===== src/rtl/qmls_pkg.sv =====
// Shared widths, operation codes and reply status codes of the queued mutex lock server.
`timescale 1ns / 1ps

package qmls_pkg;

  localparam int MODE_W   = 2;
  localparam int INDEX_W  = 6;
  localparam int RANK_W   = 8;
  localparam int COUNT_W  = 7;
  localparam int STATUS_W = 2;

  localparam logic [COUNT_W-1:0] COUNT_RESET = 7'd64;

  // Largest number of mutexes and link entries the request fields can reach.
  localparam int INDEX_SPAN = 1 << INDEX_W;
  localparam int RANK_SPAN  = 1 << RANK_W;

  typedef enum logic [MODE_W-1:0] {
    MODE_LOCK    = 2'd0,
    MODE_TRYLOCK = 2'd1,
    MODE_UNLOCK  = 2'd2,
    MODE_INVALID = 2'd3
  } mode_t;

  typedef enum logic [STATUS_W-1:0] {
    STATUS_OK        = 2'd0,
    STATUS_NOT_OWNER = 2'd1,
    STATUS_BAD_REQ   = 2'd2
  } status_t;

  // Per-mutex record kept in the slot memory.
  typedef struct packed {
    logic [RANK_W-1:0] owner;
    logic [RANK_W-1:0] head;
    logic [RANK_W-1:0] tail;
  } slot_rec_t;

endpackage


===== src/rtl/queued_mutex_lock_server.sv =====
// Top level of the queued mutex lock server: request control, flags and reply register.
// Replies are registered: out_tvalid is loaded from the read stage, or from the link stage
// when an unlock hands the mutex to a waiter that still has others queued behind it.
// A new request is taken only once the last one has retired, as the read-modify-write of
// the slot memory and the dependent read of the link memory must finish first.
// A reply that is not taken holds the next request that needs a reply in its commit cycle.
// Reset (rst_n, synchronous): all mutexes free with no waiters, mutex limit = 64.
`timescale 1ns / 1ps

module queued_mutex_lock_server #(
  parameter int MUTEX_SLOTS = 64,
  parameter int RANKS       = 256
) (
  input  logic        clk,
  input  logic        rst_n,
  // Request channel.
  input  logic        in_tvalid,
  output logic        in_tready,
  input  logic [15:0] in_tdata,   // [5:0] mutex_index, [13:6] requester_rank, [15:14] zero
  input  logic [1:0]  in_tuser,   // [1:0] mode
  // Reply channel.
  output logic        out_tvalid,
  input  logic        out_tready,
  output logic [7:0]  out_tdata,  // [7:0] dest_rank
  output logic [2:0]  out_tuser,  // [0] granted, [2:1] status
  // Configuration write channel.
  input  logic        cfg_valid,
  output logic        cfg_ready,
  input  logic [6:0]  cfg_data    // [6:0] mutex_limit
);

  localparam int SD = (MUTEX_SLOTS < qmls_pkg::INDEX_SPAN) ? MUTEX_SLOTS
                                                            : qmls_pkg::INDEX_SPAN;
  localparam int SW = (SD > 1) ? $clog2(SD) : 1;
  localparam int LD = (RANKS < qmls_pkg::RANK_SPAN) ? RANKS : qmls_pkg::RANK_SPAN;
  localparam int LW = (LD > 1) ? $clog2(LD) : 1;
  localparam int RW = qmls_pkg::RANK_W;
  localparam int SLOT_REC_W = $bits(qmls_pkg::slot_rec_t);

  typedef enum logic [2:0] {
    S_IDLE = 3'b001,
    S_RD   = 3'b010,
    S_LINK = 3'b100
  } state_t;

  state_t                          state_r, state_nxt;
  logic [qmls_pkg::COUNT_W-1:0]    count_r;
  qmls_pkg::mode_t                 mode_r;
  logic [RW-1:0]                   rank_r;
  logic [SW-1:0]                   addr_r;
  logic                            bad_r;
  logic [SD-1:0]                   held_r, held_nxt;
  logic [SD-1:0]                   busy_r, busy_nxt;   // wait list not empty
  logic                            out_valid_r;
  logic [RW-1:0]                   out_dest_r;
  logic                            out_grant_r;
  qmls_pkg::status_t               out_status_r;

  // Link slot of a rank: rank modulo the link table depth, as a constant table.
  logic [LW-1:0] link_tbl [qmls_pkg::RANK_SPAN];
  for (genvar g = 0; g < qmls_pkg::RANK_SPAN; g++) begin : g_link_tbl
    assign link_tbl[g] = LW'(g % LD);
  end

  logic                            in_acc;
  qmls_pkg::mode_t                 in_mode;
  logic [qmls_pkg::INDEX_W-1:0]    in_index;
  logic [RW-1:0]                   in_rank;
  logic                            in_bad;

  qmls_pkg::slot_rec_t             slot_rd, slot_wr;
  logic [SLOT_REC_W-1:0]           slot_rdata;
  logic                            slot_we;
  logic [RW-1:0]                   link_rdata, link_wdata;
  logic                            link_we, link_re;
  logic [LW-1:0]                   link_waddr, link_raddr;

  logic                            held_q, busy_q, out_ok;
  logic                            need_reply, commit;
  logic [RW-1:0]                   rep_dest;
  logic                            rep_grant;
  qmls_pkg::status_t               rep_status;

  assign in_mode  = qmls_pkg::mode_t'(in_tuser);
  assign in_index = in_tdata[5:0];
  assign in_rank  = in_tdata[13:6];
  assign in_tready = (state_r == S_IDLE);
  assign in_acc    = in_tvalid && in_tready;
  assign cfg_ready = 1'b1;

  assign in_bad = (in_mode == qmls_pkg::MODE_INVALID)
               || ({1'b0, in_index} >= count_r)
               || (32'(in_index) >= 32'(MUTEX_SLOTS));

  qmls_ram #(.W(SLOT_REC_W), .D(SD)) u_slot_ram (
    .clk   (clk),
    .we    (slot_we),
    .waddr (addr_r),
    .wdata (slot_wr),
    .re    (in_acc),
    .raddr (SW'(in_index)),
    .rdata (slot_rdata)
  );

  qmls_ram #(.W(RW), .D(LD)) u_link_ram (
    .clk   (clk),
    .we    (link_we),
    .waddr (link_waddr),
    .wdata (link_wdata),
    .re    (link_re),
    .raddr (link_raddr),
    .rdata (link_rdata)
  );

  assign slot_rd = qmls_pkg::slot_rec_t'(slot_rdata);
  assign held_q  = held_r[addr_r];
  assign busy_q  = busy_r[addr_r];
  assign out_ok  = !out_valid_r || out_tready;

  always_comb begin
    state_nxt  = state_r;
    held_nxt   = held_r;
    busy_nxt   = busy_r;
    slot_wr    = slot_rd;
    slot_we    = 1'b0;
    link_we    = 1'b0;
    link_waddr = link_tbl[slot_rd.tail];
    link_wdata = rank_r;
    link_re    = 1'b0;
    link_raddr = link_tbl[slot_rd.head];
    need_reply = 1'b0;
    commit     = 1'b0;
    rep_dest   = rank_r;
    rep_grant  = 1'b0;
    rep_status = qmls_pkg::STATUS_OK;

    case (state_r)
      S_IDLE: begin
        if (in_acc) begin
          state_nxt = S_RD;
        end
      end
      S_RD: begin
        if (bad_r) begin
          need_reply = 1'b1;
          rep_status = qmls_pkg::STATUS_BAD_REQ;
        end else begin
          case (mode_r)
            qmls_pkg::MODE_LOCK, qmls_pkg::MODE_TRYLOCK: begin
              if (!held_q) begin
                need_reply       = 1'b1;
                rep_grant        = 1'b1;
                held_nxt[addr_r] = 1'b1;
                slot_wr.owner    = rank_r;
                slot_we          = 1'b1;
              end else if (mode_r == qmls_pkg::MODE_TRYLOCK) begin
                need_reply = 1'b1;
              end else if (busy_q) begin
                // Append behind the current tail.
                link_we      = 1'b1;
                slot_wr.tail = rank_r;
                slot_we      = 1'b1;
              end else begin
                busy_nxt[addr_r] = 1'b1;
                slot_wr.head     = rank_r;
                slot_wr.tail     = rank_r;
                slot_we          = 1'b1;
              end
            end
            qmls_pkg::MODE_UNLOCK: begin
              if (!held_q || (slot_rd.owner != rank_r)) begin
                need_reply = 1'b1;
                rep_status = qmls_pkg::STATUS_NOT_OWNER;
              end else if (!busy_q) begin
                held_nxt[addr_r] = 1'b0;
              end else if (slot_rd.head == slot_rd.tail) begin
                need_reply       = 1'b1;
                rep_dest         = slot_rd.head;
                rep_grant        = 1'b1;
                busy_nxt[addr_r] = 1'b0;
                slot_wr.owner    = slot_rd.head;
                slot_we          = 1'b1;
              end else begin
                // The new head comes from the link memory in the next cycle.
                link_re = 1'b1;
              end
            end
            default: begin
              need_reply = 1'b1;
              rep_status = qmls_pkg::STATUS_BAD_REQ;
            end
          endcase
        end

        if (link_re) begin
          state_nxt = S_LINK;
        end else if (!need_reply || out_ok) begin
          commit    = 1'b1;
          state_nxt = S_IDLE;
        end
      end
      S_LINK: begin
        need_reply    = 1'b1;
        rep_dest      = slot_rd.head;
        rep_grant     = 1'b1;
        slot_wr.owner = slot_rd.head;
        slot_wr.head  = link_rdata;
        slot_we       = 1'b1;
        if (out_ok) begin
          commit    = 1'b1;
          state_nxt = S_IDLE;
        end
      end
      default: begin
        state_nxt = S_IDLE;
      end
    endcase

    // Nothing is written until the request can retire.
    if (!commit) begin
      held_nxt = held_r;
      busy_nxt = busy_r;
      slot_we  = 1'b0;
      link_we  = 1'b0;
    end
  end

  always_ff @(posedge clk) begin
    if (!rst_n) begin
      state_r     <= S_IDLE;
      count_r     <= qmls_pkg::COUNT_RESET;
      held_r      <= '0;
      busy_r      <= '0;
      out_valid_r <= 1'b0;
    end else begin
      state_r <= state_nxt;
      held_r  <= held_nxt;
      busy_r  <= busy_nxt;
      if (cfg_valid && cfg_ready) begin
        count_r <= cfg_data;
      end
      if (commit && need_reply) begin
        out_valid_r <= 1'b1;
      end else if (out_tready) begin
        out_valid_r <= 1'b0;
      end
    end
  end

  always_ff @(posedge clk) begin
    if (in_acc) begin
      mode_r <= in_mode;
      rank_r <= in_rank;
      addr_r <= SW'(in_index);
      bad_r  <= in_bad;
    end
    if (commit && need_reply) begin
      out_dest_r   <= rep_dest;
      out_grant_r  <= rep_grant;
      out_status_r <= rep_status;
    end
  end

  assign out_tvalid = out_valid_r;
  assign out_tdata  = out_dest_r;
  assign out_tuser  = {out_status_r, out_grant_r};

  // A mutex with waiters is always held.
  a_wait_implies_held: assert property (@(posedge clk) disable iff (!rst_n)
    (state_r == S_RD && !bad_r && busy_q) |-> held_q)
    else $error("wait list present on a free mutex");

  // A grant is never paired with an error status.
  a_grant_ok: assert property (@(posedge clk) disable iff (!rst_n)
    (out_tvalid && out_tuser[0]) |-> (out_tuser[2:1] == qmls_pkg::STATUS_OK))
    else $error("granted reply carries an error status");

  // Every accepted request moves on to the slot read.
  a_accept_reads: assert property (@(posedge clk) disable iff (!rst_n)
    (in_tvalid && in_tready) |=> (state_r == S_RD))
    else $error("accepted request did not reach the read stage");

  // The link stage is only entered from the read stage.
  a_link_from_rd: assert property (@(posedge clk) disable iff (!rst_n)
    $rose(state_r == S_LINK) |-> ($past(state_r) == S_RD))
    else $error("link stage entered out of order");

endmodule


===== src/rtl/qmls_ram.sv =====
// Simple dual-port synchronous memory with one write port and a registered read port.
`timescale 1ns / 1ps

module qmls_ram #(
  parameter int W = 8,
  parameter int D = 64
) (
  input  logic                            clk,
  input  logic                            we,
  input  logic [((D > 1) ? $clog2(D) : 1)-1:0] waddr,
  input  logic [W-1:0]                    wdata,
  input  logic                            re,
  input  logic [((D > 1) ? $clog2(D) : 1)-1:0] raddr,
  output logic [W-1:0]                    rdata
);

  logic [W-1:0] mem [D];
  logic [W-1:0] rdata_r;

  always_ff @(posedge clk) begin
    if (we) begin
      mem[waddr] <= wdata;
    end
  end

  always_ff @(posedge clk) begin
    if (re) begin
      rdata_r <= mem[raddr];
    end
  end

  assign rdata = rdata_r;

endmodule


===== config.mk =====
export PLATFORM = sky130hd
export DESIGN_NAME = queued_mutex_lock_server
export DESIGN_NICKNAME = d
export VERILOG_FILES = /design/src/rtl/qmls_pkg.sv /design/src/rtl/queued_mutex_lock_server.sv /design/src/rtl/qmls_ram.sv
export SDC_FILE = /design/constraint.sdc
export NUM_CORES = 2
export LEC_CHECK = 0
export ABC_CLOCK_PERIOD_IN_PS = 9400
export BUFFER_PORTS_ARGS = -buffer_cell sky130_fd_sc_hd__buf_2
export CORE_MARGIN = 1
export CORE_UTILIZATION = 35
export DETAILED_ROUTE_END_ITERATION = 8
export PLACE_DENSITY = 0.53
export SETUP_SLACK_MARGIN = 0.05
export SYNTH_ARGS = -nofsm -noshare
export SYNTH_HDL_FRONTEND = slang
export SYNTH_SLANG_ARGS = --single-unit

===== constraint.sdc =====
create_clock -name clk -period 9.4 [get_ports clk]
set_input_delay 0 -clock clk [delete_from_list [all_inputs] [get_ports clk]]
set_output_delay 0 -clock clk [all_outputs]
set_load 0.03 [all_outputs]

## After elaboration in Yosys (flattened, before gate mapping)

Memory sizes are Yosys's and may differ from the RTL's. A register that Yosys moved wholly into a read port is not among the register bits.
Index checks and enable logic that the tools add are counted.

| word-level totals | value |
|---|---|
| RAM bits | 3,584 |
| memories | 4 |
| word-level logic and storage cells | 159 |
| flip-flop bits (word level) | 167 |
| input port bits | 30 |
| bits in read-only memories | 4,096 |
| output and inout bits | 14 |

| operators by class | value |
|---|---|
| order comparisons | 5 |
| bitwise operators | 9 |
| reduce and logical (&&, ||, !) cells | 18 |
| equality and inequality tests | 19 |
| multiplexer cells | 91 |

Memory list:

| name | words | bits a word | rd ports | clocked after memory_dff | write ports | RTL line | RTL |
|---|---|---|---|---|---|---|---|
| (no name shown) | 256 | 8 | 1 | 0 | 0 | queued_mutex_lock_server.sv:130 | `link_raddr = link_tbl[slot_rd.head];` |
| (no name shown) | 256 | 8 | 1 | 0 | 0 | queued_mutex_lock_server.sv:127 | `link_waddr = link_tbl[slot_rd.tail];` |
| u_link_ram.mem | 256 | 8 | 1 | 1 | 1 | qmls_ram.sv:17 | `logic [W-1:0] mem [D];` |
| u_slot_ram.mem | 64 | 24 | 1 | 1 | 1 | qmls_ram.sv:17 |  |

Operators with widths:

| cell | number |
|---|---|
| 2-to-1 mux 64 bit | 9 |
| one-hot mux 64 bit (2 select lines) | 2 |
| AND 64 bit | 2 |
| OR 64 bit | 2 |
| 2-to-1 mux 8 bit | 15 |
| inverter 64 bit | 1 |
| 2-to-1 mux 16 bit | 3 |
| 2-to-1 mux 1 bit | 41 |
| one-hot mux 16 bit (2 select lines) | 1 |
| one-hot mux 8 bit (2 select lines) | 2 |
| 2-to-1 mux 24 bit | 1 |
| greater-or-equal comparator 9 bit (second input constant) | 2 |
| inequality test 2 bit (second input constant) | 9 |
| inverter 8 -> 9 bit | 2 |
| one-hot mux 1 bit (2 select lines) | 7 |
| binary-select mux 1 bit (select 6 bit) | 2 |
| 2-to-1 mux 3 bit | 4 |
| AND reduction 10 bit | 1 |
| one-hot mux 3 bit (3 select lines) | 1 |
| equality test 8 bit | 1 |
| inequality test 8 bit | 1 |
| greater-or-equal comparator 6 x 7 -> 1 bit | 1 |
| less-than comparator 6 x 7 -> 1 bit (second input constant) | 1 |
| AND reduction 7 bit | 1 |
| 19 further kinds | 30 |

## Depth between registers and ports, before layout

| depth | value |
|---|---|
| word-level depth | 16 |
| depth in mapped cells | 15 |
| gate-level depth less buffers | 10 |

## Hierarchy

From an unflattened synthesis, not the netlist that was laid out.

| unflattened totals | value |
|---|---|
| cell total of the unflattened synthesis | 7,409 |
| area, all modules | 149,073.0 um2 |

By module, submodules not included:

| module | area an instance (um2) | cells each | seq. area each (um2) | times used |
|---|---|---|---|---|
| qmls_ram (u_link_ram) | 79,636.4 | 3,733 | 61,739.2 | 1 |
| qmls_ram (u_slot_ram) | 59,535.8 | 2,610 | 46,844.9 | 1 |
| queued_mutex_lock_server | 9,900.7 | 1,066 | 3,623.5 | 1 |

## Worst setup path before layout

Ideal clock, no wire load.

| timing | value |
|---|---|
| path kind | register to register |
| start | register rank_r[2] (netlist: link_wdata[2]) |
| end | memory u_slot_ram.mem[52][0] (netlist name), enable pin |
| stages on the path, launching flop included | 11 |
| slack | 1.383 ns |
| arrival time | 7.551 ns |
| cell sequence | edfxtp_1 > xnor2_1 > nand4_1 > nor2_1 > nand2_1 > nor4_4 > a211oi_4 > inv_4 > o221ai_4 > buf_6 > nor4_1 |

| on the way | value |
|---|---|
| longest elaborated chain between the ends | 14 |
| elaborated cells between the ends (all ways) | 22 |

Ends and longest elaborated chain:

| item | RTL line | RTL |
|---|---|---|
| from (decl) | queued_mutex_lock_server.sv:49 | `logic [RW-1:0] rank_r;` |
| from (signal assigned) | queued_mutex_lock_server.sv:253 | `rank_r <= in_rank;` |
| inequality test 8 bit * | queued_mutex_lock_server.sv:171 | `if (!held_q \|\| (slot_rd.owner != rank_r)) begin` |
| logical OR 1 bit * | queued_mutex_lock_server.sv:171 |  |
| 2-to-1 mux 1 bit | queued_mutex_lock_server.sv:171 |  |
| one-hot mux 1 bit (2 select lines) | queued_mutex_lock_server.sv:148 | `case (mode_r)` |
| 2-to-1 mux 1 bit | queued_mutex_lock_server.sv:144 | `if (bad_r) begin` |
| 2-to-1 mux 1 bit | queued_mutex_lock_server.sv:137 | `case (state_r)` |
| logical NOT 1 bit | queued_mutex_lock_server.sv:197 | `end else if (!need_reply \|\| out_ok) begin` |
| logical OR 1 bit | queued_mutex_lock_server.sv:197 |  |
| 2-to-1 mux 1 bit | queued_mutex_lock_server.sv:197 |  |
| 2-to-1 mux 1 bit | queued_mutex_lock_server.sv:195 | `if (link_re) begin` |
| one-hot mux 1 bit (2 select lines) | queued_mutex_lock_server.sv:137 |  |
| 2-to-1 mux 1 bit * | queued_mutex_lock_server.sv:220 | `if (!commit) begin` |
| 2-to-1 mux 1 bit * | qmls_ram.sv:21 | `if (we) begin` |
| 2-to-1 mux 1 bit (not written as such) * | qmls_ram.sv:22 | `mem[waddr] <= wdata;` |
| to (decl) | qmls_ram.sv:17 |  |

Mark *: on every way between the ends. The rest lies on a longest branch, timed or not. The select of a mux whose other input is x is not followed.

## Worst setup path in the final report

| timing | value |
|---|---|
| start | register addr_r[1] |
| end | memory u_slot_ram.mem[20][2] (netlist name), enable pin |

| on the way | value |
|---|---|
| longest elaborated chain between the ends | 16 |
| elaborated cells between the ends (all ways) | 30 |

Ends and longest elaborated chain:

| item | RTL line | RTL |
|---|---|---|
| from (decl) | queued_mutex_lock_server.sv:50 | `logic [SW-1:0] addr_r;` |
| from (signal assigned) | queued_mutex_lock_server.sv:254 | `addr_r <= SW'(in_index);` |
| binary-select mux 1 bit (select 6 bit) | queued_mutex_lock_server.sv:116 | `assign held_q = held_r[addr_r];` |
| 2-to-1 mux 1 bit (not written as such) | queued_mutex_lock_server.sv:116 |  |
| logical NOT 1 bit | queued_mutex_lock_server.sv:171 |  |
| logical OR 1 bit | queued_mutex_lock_server.sv:171 |  |
| 2-to-1 mux 1 bit | queued_mutex_lock_server.sv:171 |  |
| one-hot mux 1 bit (2 select lines) | queued_mutex_lock_server.sv:148 |  |
| 2-to-1 mux 1 bit | queued_mutex_lock_server.sv:144 |  |
| 2-to-1 mux 1 bit | queued_mutex_lock_server.sv:137 |  |
| logical NOT 1 bit | queued_mutex_lock_server.sv:197 |  |
| logical OR 1 bit | queued_mutex_lock_server.sv:197 |  |
| 2-to-1 mux 1 bit | queued_mutex_lock_server.sv:197 |  |
| 2-to-1 mux 1 bit | queued_mutex_lock_server.sv:195 |  |
| one-hot mux 1 bit (2 select lines) | queued_mutex_lock_server.sv:137 |  |
| 2-to-1 mux 1 bit | queued_mutex_lock_server.sv:220 |  |
| 2-to-1 mux 1 bit | qmls_ram.sv:21 |  |
| 2-to-1 mux 1 bit (not written as such) | qmls_ram.sv:22 |  |

Parallel ways exist; a longest one is shown, timed or not. The select of a mux whose other input is x is not followed.

==> flow_metrics.tcl <==
set metrics [dict create \
    status "finished clean" \
    drive_gt1_frac 0.300 \
    finalPower_uw 36600 \
    worst-path-buf-inv 4 \
    crit_arrival_ns 6.82 \
    worst_pin_slew_ns 1.44 \
    routed_wl_mm 379 \
    root_buffer "clkbuf_16" \
    synth_top_cell_area_share 0.742 \
    worstPathRequired_ns 9.99 \
    vias 68900 \
    fin_crit_sh 0.663 \
    grt_max_degree 183 \
    die_w_um 651 \
    ios 44 \
    cts_sinks 3783 \
    r2r_start "addr_r[1]" \
    final_max_slew_viol_count 0 \
    routedWlPerCell_um 30.1 \
    final_common_cell "edfxtp_1" \
    die-area_mm2 0.424 \
    yosys.area.top_type "edfxtp_1" \
    async_reset_ff_frac 0 \
    synth.area.top_cells "edfxtp_1, mux4_2, dfxtp_1" \
    slowest_delay_ns 0.95 \
    p_per_area_mw_per_mm2 217 \
    fin_nets 6788 \
    insertion_delay_ns 0.94 \
    peakVddDrop_mv 0.157 \
    gp_congestion 0.785 \
    final_cell_mix "edfxtp_1, mux4_2, clkbuf_16, nor2_1, buf_4" \
    slew_headroom 0.0415 \
    start_util 0.351 \
    synth_compound_area_frac 0.0144 \
    fmax_mhz 160 \
    ys_types 80 \
    drt-initial-drc-count 7375 \
    drt-vias-per-instance 5.47 \
    endpoint_kind "flip-flop" \
    tns_ns 0 \
    min_period_ns 6.24 \
    num_rows 238 \
    synth-simple-area-share 0.0242 \
    htree_levels 5 \
    dr.pass1.iters 5 \
    cp-start-kind "flip-flop" \
    cpLargestDelayFamily "simple AND/OR/NAND/NOR gates" \
    grt_first_pass_wirelength_mm 540 \
    seq_area_frac_synth 0.760 \
    drc_errors 0 \
    path_class "reg -> reg" \
    gr-usage-all-layers 0.176 \
    leakagePower_uw 0.0512 \
    startpoint "addr_r[1]" \
    synth_seq_cells 3783 \
    synth_top_family_by_area "multiplexers" \
    crit_chain "nor2b_1, a221oi_1, o22a_1, o221ai_1, nor3_4, nor4_4, a211oi_4, inv_4, o221ai_4, buf_4, buf_4, nor4_4, buf_4" \
    clk_path_buf_depth 4 \
    tritoncts "built" \
    cp_max_fo 36 \
    hold_start "in_tdata[2]" \
    yosys.area_share.xor_xnor 0.000950 \
    fp.dieH_um 651 \
    grt_pass1_vias 70800 \
    synthFlopType "edfxtp_1" \
    core_mm2 0.420 \
    synth_nets 6544 \
    synthToLayoutAreaGrowth_pct 13.9 \
    synth_area_per_cell_um2 22.7 \
    hold_viol_final 0 \
    cp_slowest_cell "nor2b_1" \
    synth.mux.area_fraction 0.187 \
    postSynthCellCount 6508 \
    antenna_found_initial 7 \
    finalSetupViolCount 0 \
    synth_edf_count 3644 \
    maxCapViolations 0 \
    yosysWarnings 0 \
    detail-route-antenna-nets 0 \
    synth_area_mm2 0.148 \
    portBuffers 40 \
    synthAdderAreaFrac 0.000509 \
    grt-ovfl-total 0 \
    cts_buffers 384 \
    hpwl_mm 210 \
    path_clk_slew_ns 0.06 \
    postCtsSetupBuffers 0 \
    crit_path_frequent_cell "buf_4" \
    finalClockSkew_ns 0.0606 \
    rsz0062_at_grt "false" \
    min_path_type "in -> reg" \
]
==> state kept, by name, indices dropped and copies added (netlist names), named ones only <==
register          flops
mode_r                2
u_link_ram.rdata      8
out_status_r          2
addr_r                6
u_link_ram.mem     2048
out_tvalid            1
out_tdata             8
bad_r                 1
count_r               7
u_slot_ram.rdata     24
state_r               3
u_slot_ram.mem     1536
link_wdata            8
out_grant_r           1
==> area by class of cell <==
type / count / area [um^2]
diodes: 8 / 20.0
flip-flops and latches: 3783 / 112000
clock inverters: 221 / 2210
well taps: 5520 / 6910
inverters: 13 / 51.3
clock buffers: 484 / 10200
repair buffers: 299 / 2470
multi-input cells: 2271 / 34100
fillers: 36600 / 252000
==> cell families (layout without fill, tap and decap cells) <==
| group | after synthesis | after routing |
|---|---|---|
| compound gates | 264 | 264 |
| xor+xnor | 16 | 16 |
| fa+ha+maj | 6 | 6 |
| buf+inv | 454 | 1017 |
| flops | 3783 | 3783 |
| mux | 1269 | 1269 |
| other cells | 1 | 9 |
| simple gates | 715 | 715 |
==> per-stage QoR <==
stage               hold WS [ns]   util  area [um^2]  setup slack [ns]  cells
floorplan                 0.0989      -       148000              1.38   6508
global placement           0.179  0.369       155000              3.30  11800
detailed placement         0.180  0.369       155000              3.19  11800
CTS                       0.0340  0.400       168000              3.16  12600
global route              0.0744  0.400       168000              2.96  12600
finish                    0.0637  0.400       168000              3.16  12600
==> synthesized netlist by cell type (all sizes together) (22+ instances only) <==
master and count:
a21oi 44, a221oi 26, a311oi 34, buf 140, clkbuf 301, dfxtp 139, edfxtp 3644, mux2i 68
mux4 1184, nand2 111, nand3 23, nand4 45, nor2 324, nor2b 22, nor3 45, nor4 78
==> per-layer routing <==
metal,GRT usage,part of all wire,vias to the layer above
met4,0.0434,0.026,0
li1,-,-,28400
met3,0.0250,0.055,498
met2,0.291,0.49,2127
met5,0,0,-
met1,0.246,0.43,37900
==> final timing paths <==
path / end / slack (ns) / cells after the start
setup reg to reg: u_slot_ram.mem[20][2] / 3.16 / 13
setup / recovery: u_slot_ram.mem[20][2] / 3.16 / 13
hold reg to reg: flip-flop / 0.46 / 2
hold / removal: addr_r[2] / 0.06 / 2
==> what timing repair did <==
| action | in CTS | in global routing |
|---|---|---|
| hold endpoints to repair | 156 | 0 |
| hold buffers | 57 | 0 |
| gates resized for setup | 0 | 0 |
| endpoints found under the setup margin | 0 | 0 |
==> worst reg2reg max path, cell delays in order, from the launching register on <==
cell and delay [ns]:
edfxtp_1 0.82, nor2b_1 0.95, a221oi_1 0.20, o22a_1 0.28, o221ai_1 0.51, nor3_4 0.20
nor4_4 0.39, a211oi_4 0.19, inv_4 0.13, o221ai_4 0.11, buf_4 0.36, buf_4 0.46
nor4_4 0.83, buf_4 0.47
==> power by group <==
group          internal [uW]  switching, uW
logic                    991           1690
registers              18700           40.6
clock network           8690           6480
total                  28300           8210
Note: power is estimated with default switching activity, not from simulation.
